$ cat config.mk
export PLATFORM = sky130hd
export DESIGN_NAME = mie_engine
export DESIGN_NICKNAME = d
export VERILOG_FILES = /design/src/rtl/mie_pkg.sv /design/src/rtl/mie_engine.sv
export SDC_FILE = /design/constraint.sdc
export NUM_CORES = 1
export LEC_CHECK = 0
export ABC_AREA = 1
export BUFFER_PORTS_ARGS = -buffer_cell sky130_fd_sc_hd__buf_2
export CORE_AREA = 8 8 256 258
export DETAILED_ROUTE_END_ITERATION = 16
export DIE_AREA = 0 0 264 266
export MAX_ROUTING_LAYER = met4
export SYNTH_ARGS = -nofsm -noshare
export SYNTH_HDL_FRONTEND = slang
export SYNTH_SLANG_ARGS = --single-unit
$ cat constraint.sdc
create_clock -name clk -period 12.55 [get_ports clk]
set_input_delay 1.8825 -clock clk [delete_from_list [all_inputs] [get_ports clk]]
set_output_delay 1.8825 -clock clk [all_outputs]
set_load 0.01 [all_outputs]
$ cat src/rtl/mie_pkg.sv
// Package: widths, codes, state and result types of the modular inverse block.
`default_nettype none

package mie_pkg;

  localparam int VALUE_BITS = 48;
  localparam int MOD_BITS   = 31;
  localparam int DATA_BITS  = 32;
  localparam int ADDR_BITS  = 3;

  // Coefficient, subtractor, shift and bit counter widths
  localparam int COEF_BITS  = MOD_BITS + 1;
  localparam int ALU_BITS   = MOD_BITS + 2;
  localparam int SHIFT_BITS = $clog2(MOD_BITS);
  localparam int CNT_BITS   = $clog2(VALUE_BITS);

  localparam logic [MOD_BITS-1:0] MODULUS_RESET = MOD_BITS'(64'd1000000007);

  // Register index as decoded from paddr[2]
  localparam logic REG_MODULUS_IDX = 1'b0;

  typedef enum logic [2:0] {
    ST_IDLE,
    ST_REDUCE,
    ST_CHECK,
    ST_ALIGN,
    ST_SUB,
    ST_FINAL
  } mie_state_t;

  typedef struct packed {
    logic [MOD_BITS-1:0] inverse;
    logic [MOD_BITS-1:0] common_divisor;
    logic                has_inverse;
  } mie_result_t;

endpackage

`default_nettype wire

$ cat src/rtl/mie_engine.sv
// Sequencer and shared subtractor that run reduction and extended Euclid.
`default_nettype none

module mie_engine
  import mie_pkg::*;
(
  input  wire logic                  clk,
  input  wire logic                  rst,
  input  wire logic                  start,
  output logic                       ready,
  input  wire logic [VALUE_BITS-1:0] value,
  input  wire logic [MOD_BITS-1:0]   modulus,
  output logic                       res_valid,
  input  wire logic                  res_ready,
  output mie_result_t                res
);

  mie_state_t state, state_next;

  logic [VALUE_BITS-1:0] vbuf;
  logic [CNT_BITS-1:0]   cnt;
  logic [MOD_BITS-1:0]   u;
  logic [MOD_BITS-1:0]   v;
  logic [COEF_BITS-1:0]  pu;
  logic [COEF_BITS-1:0]  pv;
  logic [MOD_BITS-1:0]   d;
  logic [COEF_BITS-1:0]  e;
  logic [SHIFT_BITS-1:0] k;
  logic                  pn;
  logic                  cn;

  logic [ALU_BITS-1:0] alu_a;
  logic [ALU_BITS-1:0] alu_b;
  logic [ALU_BITS:0]   alu_diff;
  logic                borrow;
  logic [MOD_BITS:0]   shifted_rem;
  logic [MOD_BITS-1:0] nu;
  logic [COEF_BITS-1:0] npu;
  logic                has;
  logic                mag_below;

  // Bring in the next operand bit for the restoring reduction
  assign shifted_rem = {v, vbuf[VALUE_BITS-1]};

  // Route operands into the one shared subtractor
  always_comb begin
    unique case (state)
      ST_REDUCE: begin
        alu_a = ALU_BITS'(shifted_rem);
        alu_b = ALU_BITS'(modulus);
      end
      ST_ALIGN: begin
        alu_a = ALU_BITS'(u);
        alu_b = ALU_BITS'({d, 1'b0});
      end
      ST_SUB: begin
        alu_a = ALU_BITS'(u);
        alu_b = ALU_BITS'(d);
      end
      ST_FINAL: begin
        alu_a = ALU_BITS'(modulus);
        alu_b = ALU_BITS'(pu);
      end
      default: begin
        alu_a = '0;
        alu_b = '0;
      end
    endcase
  end

  assign alu_diff = {1'b0, alu_a} - {1'b0, alu_b};
  assign borrow   = alu_diff[ALU_BITS];

  // Partial division step: keep or take the subtraction, add the scaled coefficient
  assign nu  = borrow ? u : alu_diff[MOD_BITS-1:0];
  assign npu = borrow ? pu : pu + e;

  // Result: gcd is the last nonzero remainder, coefficient folded into range
  assign has       = (u == MOD_BITS'(1));
  assign mag_below = !borrow && (alu_diff[MOD_BITS-1:0] != '0);

  always_comb begin
    res.common_divisor = u;
    res.has_inverse    = has;
    if (has && mag_below) begin
      res.inverse = pn ? alu_diff[MOD_BITS-1:0] : pu[MOD_BITS-1:0];
    end else begin
      res.inverse = '0;
    end
  end

  // Hold the state register
  always_ff @(posedge clk) begin
    if (rst) begin
      state <= ST_IDLE;
    end else begin
      state <= state_next;
    end
  end

  // Sequence: reduce, then each Euclid step as test, align then shift-subtract
  always_comb begin
    state_next = state;
    ready      = 1'b0;
    res_valid  = 1'b0;
    unique case (state)
      ST_IDLE: begin
        ready = 1'b1;
        if (start) begin
          state_next = (modulus == '0) ? ST_FINAL : ST_REDUCE;
        end
      end
      ST_REDUCE: begin
        if (cnt == '0) begin
          state_next = ST_CHECK;
        end
      end
      ST_CHECK: begin
        state_next = (v == '0) ? ST_FINAL : ST_ALIGN;
      end
      ST_ALIGN: begin
        if (borrow) begin
          state_next = ST_SUB;
        end
      end
      ST_SUB: begin
        if (k == '0) begin
          state_next = ST_CHECK;
        end
      end
      ST_FINAL: begin
        res_valid = 1'b1;
        if (res_ready) begin
          state_next = ST_IDLE;
        end
      end
      default: begin
        state_next = ST_IDLE;
      end
    endcase
  end

  // Advance the datapath registers
  always_ff @(posedge clk) begin
    unique case (state)
      ST_IDLE: begin
        vbuf <= value;
        cnt  <= CNT_BITS'(VALUE_BITS - 1);
        v    <= '0;
        u    <= '0;
        pu   <= '0;
        pn   <= 1'b0;
      end
      ST_REDUCE: begin
        vbuf <= {vbuf[VALUE_BITS-2:0], 1'b0};
        cnt  <= cnt - CNT_BITS'(1);
        v    <= borrow ? shifted_rem[MOD_BITS-1:0] : alu_diff[MOD_BITS-1:0];
        if (cnt == '0) begin
          u  <= modulus;
          pu <= '0;
          pv <= COEF_BITS'(1);
          pn <= 1'b0;
          cn <= 1'b0;
        end
      end
      ST_CHECK: begin
        d <= v;
        e <= pv;
        k <= '0;
      end
      ST_ALIGN: begin
        if (!borrow) begin
          d <= {d[MOD_BITS-2:0], 1'b0};
          e <= {e[COEF_BITS-2:0], 1'b0};
          k <= k + SHIFT_BITS'(1);
        end
      end
      ST_SUB: begin
        if (k == '0) begin
          // Step done: shift the remainder and coefficient pairs
          u  <= v;
          v  <= nu;
          pu <= pv;
          pv <= npu;
          pn <= cn;
          cn <= !cn;
        end else begin
          u  <= nu;
          pu <= npu;
          d  <= {1'b0, d[MOD_BITS-1:1]};
          e  <= {1'b0, e[COEF_BITS-1:1]};
          k  <= k - SHIFT_BITS'(1);
        end
      end
      ST_FINAL: begin
      end
      default: begin
      end
    endcase
  end

endmodule

`default_nettype wire

* After elaboration in Yosys (flattened, before gate mapping)
Cells that the tools add are included.
** Storage, ports and cells
- Register bits :: 253
- Logic and storage cells :: 95
** Operators by class
- Add/sub/neg operators :: 5
- Eq/ne operators :: 13
- Multiplexer cells :: 44
- Reductions and logical operators :: 21
** Operators by type and width (count)
- $pmux W32 S3 :: 3
- $mux W31 :: 9
- $pmux W31 S3 :: 3
- $mux W32 :: 7
- $pmux W32 S4 :: 1
- $pmux W48 S2 :: 1
- $pmux W32 S2 :: 1
- $logic_not A31 Y1 :: 2
- $sub A33 B33 Y34 :: 1
- $add A32 B32 Y32 :: 1
- $eq A31 B1 Y1 const B :: 1
- $reduce_bool A31 Y1 :: 1
- $mux W3 :: 7
- $pmux W3 S6 :: 1
- $pmux W5 S3 :: 1
- $ne A2 B2 Y1 const B :: 7
- $pmux W6 S2 :: 1
- $mux W5 :: 2
- $reduce_and A3 Y1 :: 3
- $eq A3 B2 Y1 const B :: 2
- $eq A3 B3 Y1 const B :: 2
- $logic_not A6 Y1 :: 1
- $reduce_bool A3 Y1 :: 2
- $sub A6 B1 Y6 const B :: 1
- other kinds (14) :: 22

* Logic depth before layout (Yosys ltp)
Gate-level depths: netlist (run 1).
- Depth after elaboration :: 8
- Depth in mapped cells :: 28
- Depth with buffers taken out :: 26

* Worst setup path after synthesis (run 1)
Ideal clock, no wire load.
- Kind :: flip-flop to flip-flop
- Start point :: register state[2]
- End point :: register pu[0], enable pin
- Setup time :: 484 ps
- Data arrival time :: 5672 ps
- Required time :: 12066 ps
- Slack :: 6393 ps
- Cell stages (with the launch flop) :: 4
- Path buffers :: 0
- Cell sequence :: dfxtp_1 nor2_1 nor2_1 nor2_1
** Between the ends
- Longest elaborated chain between the ends :: 3
- Elaborated cells on any way between the ends :: 6
- Classes of those cells :: eq/ne: 3; reduce/logical: 3
** RTL lines
- from (decl) :: RTL line mie_engine.sv:18 : mie_state_t state, state_next;
- from (signal assigned) :: RTL line mie_engine.sv:97 : state <= state_next;
- $eq A3 B1 Y1, or another cell as far along :: RTL line mie_engine.sv:145 : unique case (state)
- $ne A2 B2 Y1 (no line) or $reduce_bool A3 Y1 (tied branches)
- $reduce_and A2 Y1 (no line) (*)
- to (signal assigned) :: RTL line mie_engine.sv:183 : pu <= pv;
- to (signal assigned) :: RTL line mie_engine.sv:189 : pu <= npu;
- to (decl) :: RTL line mie_engine.sv:24 : logic [COEF_BITS-1:0] pu;
Mark *: on every way between the ends. The rest lies on a longest branch, timed or not.
A chain may end at the register's enable or synchronous reset.

==> reports/qor.yml, run 1 <==
setup_path:
  slowest_delay_ns: 0.54
  critical_path_class: "flip-flop to primary output"
  reg2reg_from: "state[1]$_SDFFE_PP0P_"
  reg2reg_setup_slack_ns: 6.31
  cp-start-kind: "flip-flop"
  worst_path_max_delay_cell: "buf_4"
  crit_top_cell: "nor2_1"
  crit_path_cell_trace: "nor2_1 -> inv_1 -> nor2_4 -> clkinv_2 -> buf_4 -> buf_4 -> nor2_1 -> a2111oi_0 -> ha_1 -> nand2_1 -> nor2_2 -> nand3_1 -> nand3_1 -> nand2_1 -> nand2_1 -> nand3_1 -> nand2_4 -> inv_2 -> nor2_1 -> nand2_2 -> nor2_1 -> buf_2"
  cp.required_ns: 10.67
  worst-endpoint-arrival_ns: 6.16
  cp_max_fo: 59
  reg2reg_to: "e[6]$_DFFE_PP_"
  rr_worst_depth: 20
  end_kind: "primary output"
floorplan:
  start_util_pct: 29.66
  io_pins: 148
  die_y_um: 266
  die_w_um: 264
  fp-row-count: 91
  coreArea_mm2: 0.06126
  die-area_mm2: 0.07022
synth:
  syn_inst: 2435
  seq_area_frac_synth_pct: 41.65
  yosysWarnings: 0
  synth_seq_cells: 253
  synth_cell_types: 55
  avgSynthCellArea_um2: 7.461
  synth_area_mm2: 0.01817
  synth_fp_nets: 2589
sta:
  skew_ns: 0.02090
  timing.setup.tns_ns: 0
  hold_ws_ns: 0.5150
  period_minus_slack_ns: 8.044
  hold_viol: 0
  rsz0062_at_grt: "false"
  setup_viol: 0
  fmax_mhz: 124.3
  drv_slew: 0
  slew_headroom_pct: 22.40
  tightest_slew_ns: 1.161
  min_period_over_period_pct: 64.09
cells_and_area:
  seq_area_mm2: 0.007567
  fillers: 6540
  layout.cells.non_filler: 3351
  drive_above_1_share_pct: 9.492
  syn_to_final_growth_pct: 13.93
  multi_input_area_mm2: 0.008939
  finalNetCount: 2692
detailed_routing:
  wl_um: 65730
  vias_per_cell: 5.204
  drtAntennaViolNets: 0
  vias: 17440
  drc: 0
  first_pass_iters: 6
  wire_per_inst_um: 19.62
  drtIter0Drc: 1713
clocking:
  clkSinkCount: 253
  cts_tree: "done"
  cts-root-buf: "clkbuf_16"
  clock_tree.buffer_depth: 3
  clkTransAtPathRegs_ns: 0.06
  hold_buffers: 0
  cts-buffers-inserted: 31
  cts_max_level: 1
  insertion_delay_ns: 0.60
  cts_resized: 0
  post_cts_buffers: 0
outcome:
  status: "completed"
placement:
  post-dp-hpwl_um: 47520
  globalplace.congestion: 0.9894
  portBuffers: 147
  dp.cells: 3295
global_route:
  grt_pass1_vias: 17040
  grt_max_degree: 77
  antenna_found_initial: 1
  grt_overflow_total: 0
  grt.total_usage_pct: 18.37
  grt_pass1_wl_um: 99840
min_path:
  hold-path-endpoint: "vbuf[18]$_DFFE_PP_"
  hold_class: "flip-flop to flip-flop"
  hold_depth: 2
  holdCritStartpoint: "vbuf[17]$_DFFE_PP_"
flow_run:
  cap_violations: 0
[layer usage]
metal  track usage [%]  vias up  wire length [um]
met5                 -        -                 0
met3             2.122      129              4726
met1             23.81     8192             28530
met2             29.53      716             30110
li1                  -     8401                 -
met4             6.660        0              2372
[worst max-delay path: cells and delay by family, from the launching register on]
| family | cells | cell delay, ns |
|---|---|---|
| compound gates | 1 | 0.41 |
| buf+inv | 6 | 1.72 |
| flops | 1 | 0.47 |
| fa+ha+maj | 1 | 0.27 |
| simple gates | 14 | 2.62 |
[worst max path at each step]
| stage | slack [ns] | cells after the start | from | endpoint |
|---|---|---|---|---|
| floorplan | 6.39 | 3 | state[2]$_SDFFE_PP0P_ | pu[0]$_SDFFCE_PP0P_ |
| global placement | 5.20 | 17 | modulus[22] | res[39] |
| detailed placement | 5.17 | 22 | state[1]$_SDFFE_PP0P_ | res[32] |
| CTS | 4.53 | 22 | state[1]$_SDFFE_PP0P_ | res[32] |
| global route | 4.03 | 22 | state[1]$_SDFFE_PP0P_ | res[54] |
| finish | 4.51 | 22 | state[1]$_SDFFE_PP0P_ | res[54] |
[through the flow]
step | utilization (%) | setup slack (ns) | area [um^2]
after floorplan | - | 6.393 | 18170
after global placement | 32.13 | 5.203 | 19680
after detailed placement | 32.13 | 5.173 | 19680
after CTS | 33.79 | 4.532 | 20700
after global routing | 33.79 | 4.032 | 20700
final | 33.79 | 4.506 | 20700
[sequential cells by signal, summed over array words and instances, names as in the netlist]
name and cells:
pv 32, cnt 6, d 31, k 5
state 3, e 32, v 31, pu 32
vbuf 48, cn 1, pn 1, u 31
[logic make-up after synthesis]
| group | synth area share [%] |
|---|---|
| DFF | 41.65 |
| buffers and inverters | 9.531 |
| adders and majority gates | 5.013 |
| xor gates and xnor gates | 1.302 |
| AOI/OAI and AO/OA | 15.67 |
| and+or+nand+nor | 26.84 |
[synthesized netlist by cell type (all sizes together)]
master | n | area (um^2)
nand2 | 740 | 2785
o211ai | 25 | 187.7
a211oi | 10 | 80.07
a22oi | 14 | 105.1
o2111ai | 1 | 8.760
inv | 344 | 1291
a221oi | 2 | 17.52
o221ai | 50 | 437.9
or2 | 5 | 31.28
buf | 28 | 176.4
or4 | 1 | 7.510
edfxtp | 250 | 7507
ha | 68 | 850.8
nand4 | 21 | 131.4
clkbuf | 70 | 264.0
o21bai | 19 | 146.4
nand3b | 17 | 127.6
o2111a | 2 | 22.52
a21oi | 77 | 389.1
a31oi | 2 | 12.51
and2 | 1 | 6.260
a211o | 20 | 175.2
o22ai | 14 | 87.58
nand3 | 118 | 590.6
dfxtp | 3 | 60.06
fa | 3 | 60.06
a21boi | 6 | 45.04
a31o | 1 | 8.760
and3 | 1 | 6.260
nor4 | 23 | 143.9
nor2 | 230 | 873.3
o211a | 1 | 10.01
xor2 | 19 | 166.4
a221o | 1 | 10.01
a2111oi | 10 | 87.58
o21ai | 190 | 954.7
o21a | 3 | 22.52
nor3 | 29 | 150.1
xnor2 | 8 | 70.07
nor3b | 3 | 22.52
a21o | 5 | 37.54
[area by class of cell]
class,count,share of cell area (%)
clock inverters,19,1.070
diodes,1,0.01209
clock buffers,36,3.838
multi-input cells,1740,43.18
well taps,790,4.775
inverters,344,6.250
flip-flops and latches,253,36.56
repair buffers,168,4.316
[cells in the final DEF, fill, tap and decap left out, types with 7 or more instances in the layout]
cell	count
clkinv_1	7
inv_1	338
o21bai_1	18
edfxtp_1	250
a2111oi_0	10
o211ai_1	25
ha_1	68
clkbuf_16	31
o221ai_1	50
buf_2	147
nor2_1	221
xnor2_1	8
nand4_1	21
o22ai_1	14
nor3_1	26
o21ai_1	46
buf_4	21
nand2_1	737
nand3_1	118
nand3b_1	17
xor2_1	19
nor4_1	23
a211o_1	20
a211oi_1	9
o21ai_0	143
a21oi_1	75
a22oi_1	14
Power of run 1 is left out: the tool's default activity adds up to more than one toggle a clock period on the data nets, which glitch-free logic cannot reach.
==> run 2, diff against run 1 <==
==> constraint.sdc (replaced) <==
create_clock -name clk -period 6.86 [get_ports clk]
set_input_delay 1.029 -clock clk [delete_from_list [all_inputs] [get_ports clk]]
set_output_delay 1.029 -clock clk [all_outputs]
set_load 0.01 [all_outputs]
==> run 2 against run 1 <==
Worst hold slack got worse by 0.0026 ns. Routed wire length grew 1.6%. Cell count rose by 0.33%. Via count is 0.83% higher.
==> reports/qor.yml, run 2 (synthesis gave the netlist of run 1 again) <==
flow_run:
  cap_violations: 0
sta:
  hold_viol: 0
  setup_ws_ns: 0.4287
  slew_headroom_pct: 23.46
  timing.setup.tns_ns: 0
  drv_slew: 0
  setup_viol: 0
  period_minus_slack_ns: 6.431
  min_period_over_period_pct: 93.75
  tightest_slew_ns: 1.147
  skew_ns: 0.03599
  rsz0062_at_grt: "false"
  fmax_mhz: 155.5
detailed_routing:
  vias: 17580
  wl_um: 66790
  drc: 0
  wire_per_inst_um: 19.87
  vias_per_cell: 5.230
  drtAntennaViolNets: 0
  drtIter0Drc: 1696
  first_pass_iters: 5
placement:
  place_ws_ns: 1.069
  globalplace.congestion: 0.9589
  post-dp-hpwl_um: 49050
  portBuffers: 147
clocking:
  cts-buffers-inserted: 30
  insertion_delay_ns: 0.60
  cts_max_level: 1
  clock_tree.buffer_depth: 3
  cts_tree: "done"
  hold_buffers: 0
  cts-root-buf: "clkbuf_16"
  post_cts_buffers: 0
  cts_resized: 0
  clkSinkCount: 253
  clkTransAtPathRegs_ns: 0.06
cells_and_area:
  syn_to_final_growth_pct: 14.46
  drive_above_1_share_pct: 9.841
  mostFrequentLayoutCell: "nand2_1"
  multi_input_area_mm2: 0.008939
  final_cell_mix: "nand2_1 (737), inv_1 (338), edfxtp_1 (250)"
  fillers: 6580
  seq_area_mm2: 0.007567
  largest_register: "vbuf"
  largest_reg_flops: 48
  finalNetCount: 2701
global_route:
  grt_overflow_total: 0
  antenna_found_initial: 5
  grt_max_degree: 85
  grt_pass1_wl_um: 101100
  grt_pass1_vias: 16950
  grt.total_usage_pct: 18.75
floorplan:
  io_pins: 148
  fp-row-count: 91
  die_y_um: 266
  start_util_pct: 29.66
  die-area_mm2: 0.07022
  coreArea_mm2: 0.06126
  die_w_um: 264
setup_path:
  end_kind: "primary output"
  cp_max_fo: 13
  cp.required_ns: 5.83
  worst-endpoint-arrival_ns: 5.40
  cp-start-kind: "flip-flop"
  critical_path_class: "flip-flop to primary output"
  reg2reg_setup_slack_ns: 1.21
outcome:
  status: "completed"
min_path:
  hold_class: "flip-flop to flip-flop"
## run 2: worst max-delay path, cell delays in order (launching register included)
cell and delay, ns:
dfxtp_1 0.47, inv_1 0.08, nor2_1 0.19, inv_1 0.10, nor2_2 0.28, nor2_4 0.07
inv_1 0.44, buf_4 0.32, a22oi_1 0.11, o21ai_0 0.12, ha_1 0.32, nand2_1 0.20
inv_1 0.06, nand2_1 0.06, nand2_1 0.08, a21oi_1 0.21, inv_1 0.07, a21oi_1 0.20
nand3_1 0.10, nand2_1 0.21, nand2_1 0.11, nor2_1 0.11, nand4_1 0.10, nand2_2 0.33
buf_4 0.26, nor2_1 0.06, buf_2 0.16
## run 2: worst paths after layout
path | from | to | depth (start not counted)
worst min register to register | vbuf[36]$_DFFE_PP_ | vbuf[37]$_DFFE_PP_ | 2
worst max register to register | state[1]$_SDFFE_PP0P_ | u[26]$_DFFE_PP_ | 23
worst min-delay path | vbuf[36]$_DFFE_PP_ | vbuf[37]$_DFFE_PP_ | 2
worst max-delay path | state[1]$_SDFFE_PP0P_ | res[41] | 26
## run 2: through the flow
stage	std cells	cell area [um^2]	utilization [%]	hold WS, ns
after global placement	3305	19790	32.31	0.4999
after global routing	3362	20800	33.95	0.5279
after floorplan	2435	18170	-	0.4943
after CTS	3361	20790	33.94	0.5106
after detailed placement	3305	19790	32.31	0.5005
final	3362	20800	33.95	0.5124
## run 2: routing by layer
layer	global-route usage [%]	vias to the layer above	share of wire, %
li1	-	8422	-
met1	24.81	8295	44
met5	-	-	0
met3	3.174	112	8.5
met4	6.110	0	3.0
met2	29.09	753	45
## run 2: area by class of cell
type / instances / share of cell area [%]
multi-input combinational: 1740 / 42.98
clock buffer: 35 / 3.802
tap: 790 / 4.753
sequential: 253 / 36.39
inverter: 344 / 6.221
clock inverter: 21 / 0.9867
antenna: 1 / 0.01203
timing repair buffer: 178 / 4.855
Power of run 2 is left out for the same reason.
==> run 3, diff against run 2 <==
--- a/config.mk
+++ b/config.mk
@@ -5,7 +5,6 @@
 export SDC_FILE = /design/constraint.sdc
 export NUM_CORES = 1
 export LEC_CHECK = 0
-export ABC_AREA = 1
 export BUFFER_PORTS_ARGS = -buffer_cell sky130_fd_sc_hd__buf_2
 export CORE_AREA = 8 8 256 258
 export DETAILED_ROUTE_END_ITERATION = 16
==> run 3 against run 2 <==
Maximum frequency down 5.0%. Die area did not move. Design area grew 1.6%. Area after synthesis is 0.49% higher. Cell count shrank 12%. Routed wire length is 4.8% higher. Non-clock buffer count rose by 34. Flip-flop and latch count unchanged. Critical path depth fell by 6. First-iteration DRC count down 0.77%. Critical path type unchanged.
==> reports/qor.yml, run 3 <==
clocking:
  clkSinkCount: 253
  clock_tree.buffer_depth: 3
  cts-buffers-inserted: 31
  clkTransAtPathRegs_ns: 0.06
  insertion_delay_ns: 0.59
  hold_buffers: 0
  cts_max_level: 1
  cts-root-buf: "clkbuf_16"
  cts_tree: "done"
setup_path:
  end_kind: "primary output"
  worst-endpoint-arrival_ns: 5.74
  cp_max_fo: 15
  worst_path_max_delay_cell: "or3b_2"
  crit_top_cell: "buf_4"
  cp.required_ns: 5.83
  crit_path_cell_trace: "buf_4 -> nor2b_4 -> and2_4 -> buf_4 -> buf_4 -> nand2_1 -> and4_1 -> ha_1 -> inv_1 -> nor4_1 -> nand3_1 -> a31o_2 -> o31ai_2 -> xnor2_1 -> or3b_2 -> nor4_4 -> buf_4 -> clkbuf_16 -> a2111oi_2 -> buf_2"
  critPathTopFamily: "simple AND/OR/NAND/NOR gates"
  slowest_delay_ns: 0.53
  critPathBufInv: 7
  critical_path_class: "flip-flop to primary output"
  cp-start-kind: "flip-flop"
cells_and_area:
  drive_above_1_share_pct: 17.31
  largest_reg_flops: 48
  mostFrequentLayoutCell: "nand2_1"
  syn_to_final_growth_pct: 15.78
  final_area_mm2: 0.02114
  final_cell_mix: "nand2_1 (454), edfxtp_1 (250), buf_2 (147)"
  fillers: 6314
  finalNetCount: 2301
  seq_area_mm2: 0.007574
  largest_register: "vbuf"
  multi_input_area_mm2: 0.01016
synth:
  synth_fp_nets: 2202
  synth_largest_area_cell: "edfxtp_1"
  synth_cell_types: 70
  seq_area_frac_synth_pct: 41.45
  synth_top_area_share_pct: 41.12
  yosysMostFrequentCell: "nand2_1"
  synthTopCellsByArea: "edfxtp_1 (41%), nand2_1 (9.4%), ha_1 (4.7%)"
  synth_seq_cells: 253
  synthTopCellsByCount: "nand2_1 (457), edfxtp_1 (250), a21oi_1 (136), clkbuf_1 (125), nor2_1 (118)"
  async_reset_ff_share_pct: 0
  synth_area_mm2: 0.01826
  avgSynthCellArea_um2: 8.915
  synth_enable_flop_cells: 250
  synth_flop_cell: "edfxtp_1"
  yosysWarnings: 0
  syn_inst: 2048
sta:
  rsz0062_at_grt: "false"
  drv_slew: 0
  timing.setup.tns_ns: 0
  slew_headroom_pct: 25.00
  hold_viol: 0
  skew_ns: 0.01329
  min_period_over_period_pct: 98.73
  fmax_mhz: 147.6
  period_minus_slack_ns: 6.773
  setup_viol: 0
  tightest_slew_ns: 1.122
detailed_routing:
  drc: 0
  drtAntennaViolNets: 0
  wl_um: 69970
  vias_per_cell: 5.832
  vias: 17260
  drtIter0Drc: 1683
  wire_per_inst_um: 23.64
  first_pass_iters: 6
min_path:
  hold_class: "flip-flop to flip-flop"
power_and_ir_drop:
  p_leak_nw: 8.201
  power.total_mw: 11.63
  ir_drop_uv: 401.0
  powerDensity_mw_per_mm2: 550.3
global_route:
  grt.total_usage_pct: 19.31
  grt_pass1_wl_um: 105000
  grt_max_degree: 79
  grt_overflow_total: 0
  antenna_found_initial: 3
  grt_pass1_vias: 17390
floorplan:
  die_y_um: 266
  coreArea_mm2: 0.06126
  start_util_pct: 29.81
  fp-row-count: 91
  die_w_um: 264
  io_pins: 148
  die-area_mm2: 0.07022
placement:
  place_area_mm2: 0.01998
  globalplace.congestion: 1.026
  portBuffers: 147
  post-dp-hpwl_um: 48850
outcome:
  status: "completed"
flow_run:
  cap_violations: 0
==> run 3: changes by cell type after synthesis, moves of 31 or more <==
cell | previous run | this run
clkbuf_1 | 69 | 125
o21ai_1 | 46 | 0
a21oi_1 | 76 | 136
o221ai_1 | 50 | 3
nand2_1 | 737 | 457
nor2_1 | 226 | 118
a22oi_1 | 14 | 67
inv_1 | 342 | 30
mux2i_1 | 0 | 48
nand3_1 | 118 | 72
mux2_2 | 0 | 31
a211oi_1 | 9 | 44
==> run 3: worst register-to-register path: stages (launching register included) <==
cell,delay (ns)
dfxtp_2,0.38
buf_4,0.26
nor2_4,0.22
and2_2,0.50
nand2_1,0.14
and4_1,0.20
ha_1,0.30
buf_4,0.18
a21oi_1,0.24
o211ai_1,0.16
a41oi_1,0.34
nand2_1,0.12
o21ai_0,0.49
a21boi_2,0.17
nor2_4,0.17
buf_4,0.32
buf_4,0.41
nor2_1,0.11
a2111oi_0,0.40
==> run 3: cells by family (layout without fill, tap and decap cells) <==
logic type	Yosys count	count (layout)	share of synthesized area, %
mux	79	79	4.544
other cells	0	3	0
simple gates	812	814	20.01
flops	253	253	41.45
compound gates	598	598	22.46
fa+ha+maj	71	71	4.989
buf+inv	178	295	3.810
xor+xnor	57	57	2.734
==> run 3: repair_timing <==
| action | 4_1_cts | 5_1_grt |
|---|---|---|
| buffers inserted | 0 | 7 |
| resized for setup | 0 | 15 |
| setup endpoints to repair | 0 | 31 |
==> run 3: power breakdown <==
part	total, mW	internal (mW)	switching, mW
sequential	3.03	2.51	0.523
combinational	6.93	2.34	4.59
clock	1.67	0.970	0.705
total	11.6	5.82	5.81
==> run 3: through the flow <==
stage          hold slack (ns)  cells  setup WS, ns  util (%)
2_1_floorplan           0.4836   2048        0.4078         -
3_3_place_gp            0.4879   2894        0.5827     32.62
3_5_place_dp            0.4990   2894        0.4520     32.62
4_1_cts                 0.5134   2947       0.01803     34.25
5_1_grt                 0.5284   2960      0.006736     34.51
6_report                0.5092   2960       0.08700     34.51
==> run 3: layout make-up <==
cell class,instances,area share (%)
Antenna cell,3,0.03551
Clock buffer,34,3.723
Clock inverter,19,0.9944
Inverter,30,0.5564
Multi-Input combinational cell,1619,48.09
Sequential cell,253,35.83
Tap cell,790,4.676
Timing Repair Buffer,212,6.102
==> run 3: path summary, 6_finish.rpt <==
path / slack (ns) / depth (start not counted) / endpoint / startpoint
worst min-delay path: 0.51 / 2 / vbuf[33]$_DFFE_PP_ / vbuf[32]$_DFFE_PP_
worst min register to register: 0.51 / 2 / vbuf[33]$_DFFE_PP_ / vbuf[32]$_DFFE_PP_
worst max-delay path: 0.09 / 20 / res[39] / state[2]$_SDFFE_PP0P_
worst max register to register: 1.53 / 18 / pv[29]$_SDFFCE_PP0P_ / state[2]$_SDFFE_PP0P_
==> run 3: per-layer routing <==
layer / up-vias / share of wire (%) / GRT usage, %
met3: 153 / 9.1 / 3.921
met4: 0 / 3.1 / 6.645
met1: 8430 / 42 / 24.32
met2: 813 / 46 / 30.82
li1: 7866 / - / -
met5: - / 0 / -
Note: power is estimated with default switching activity, not from simulation.
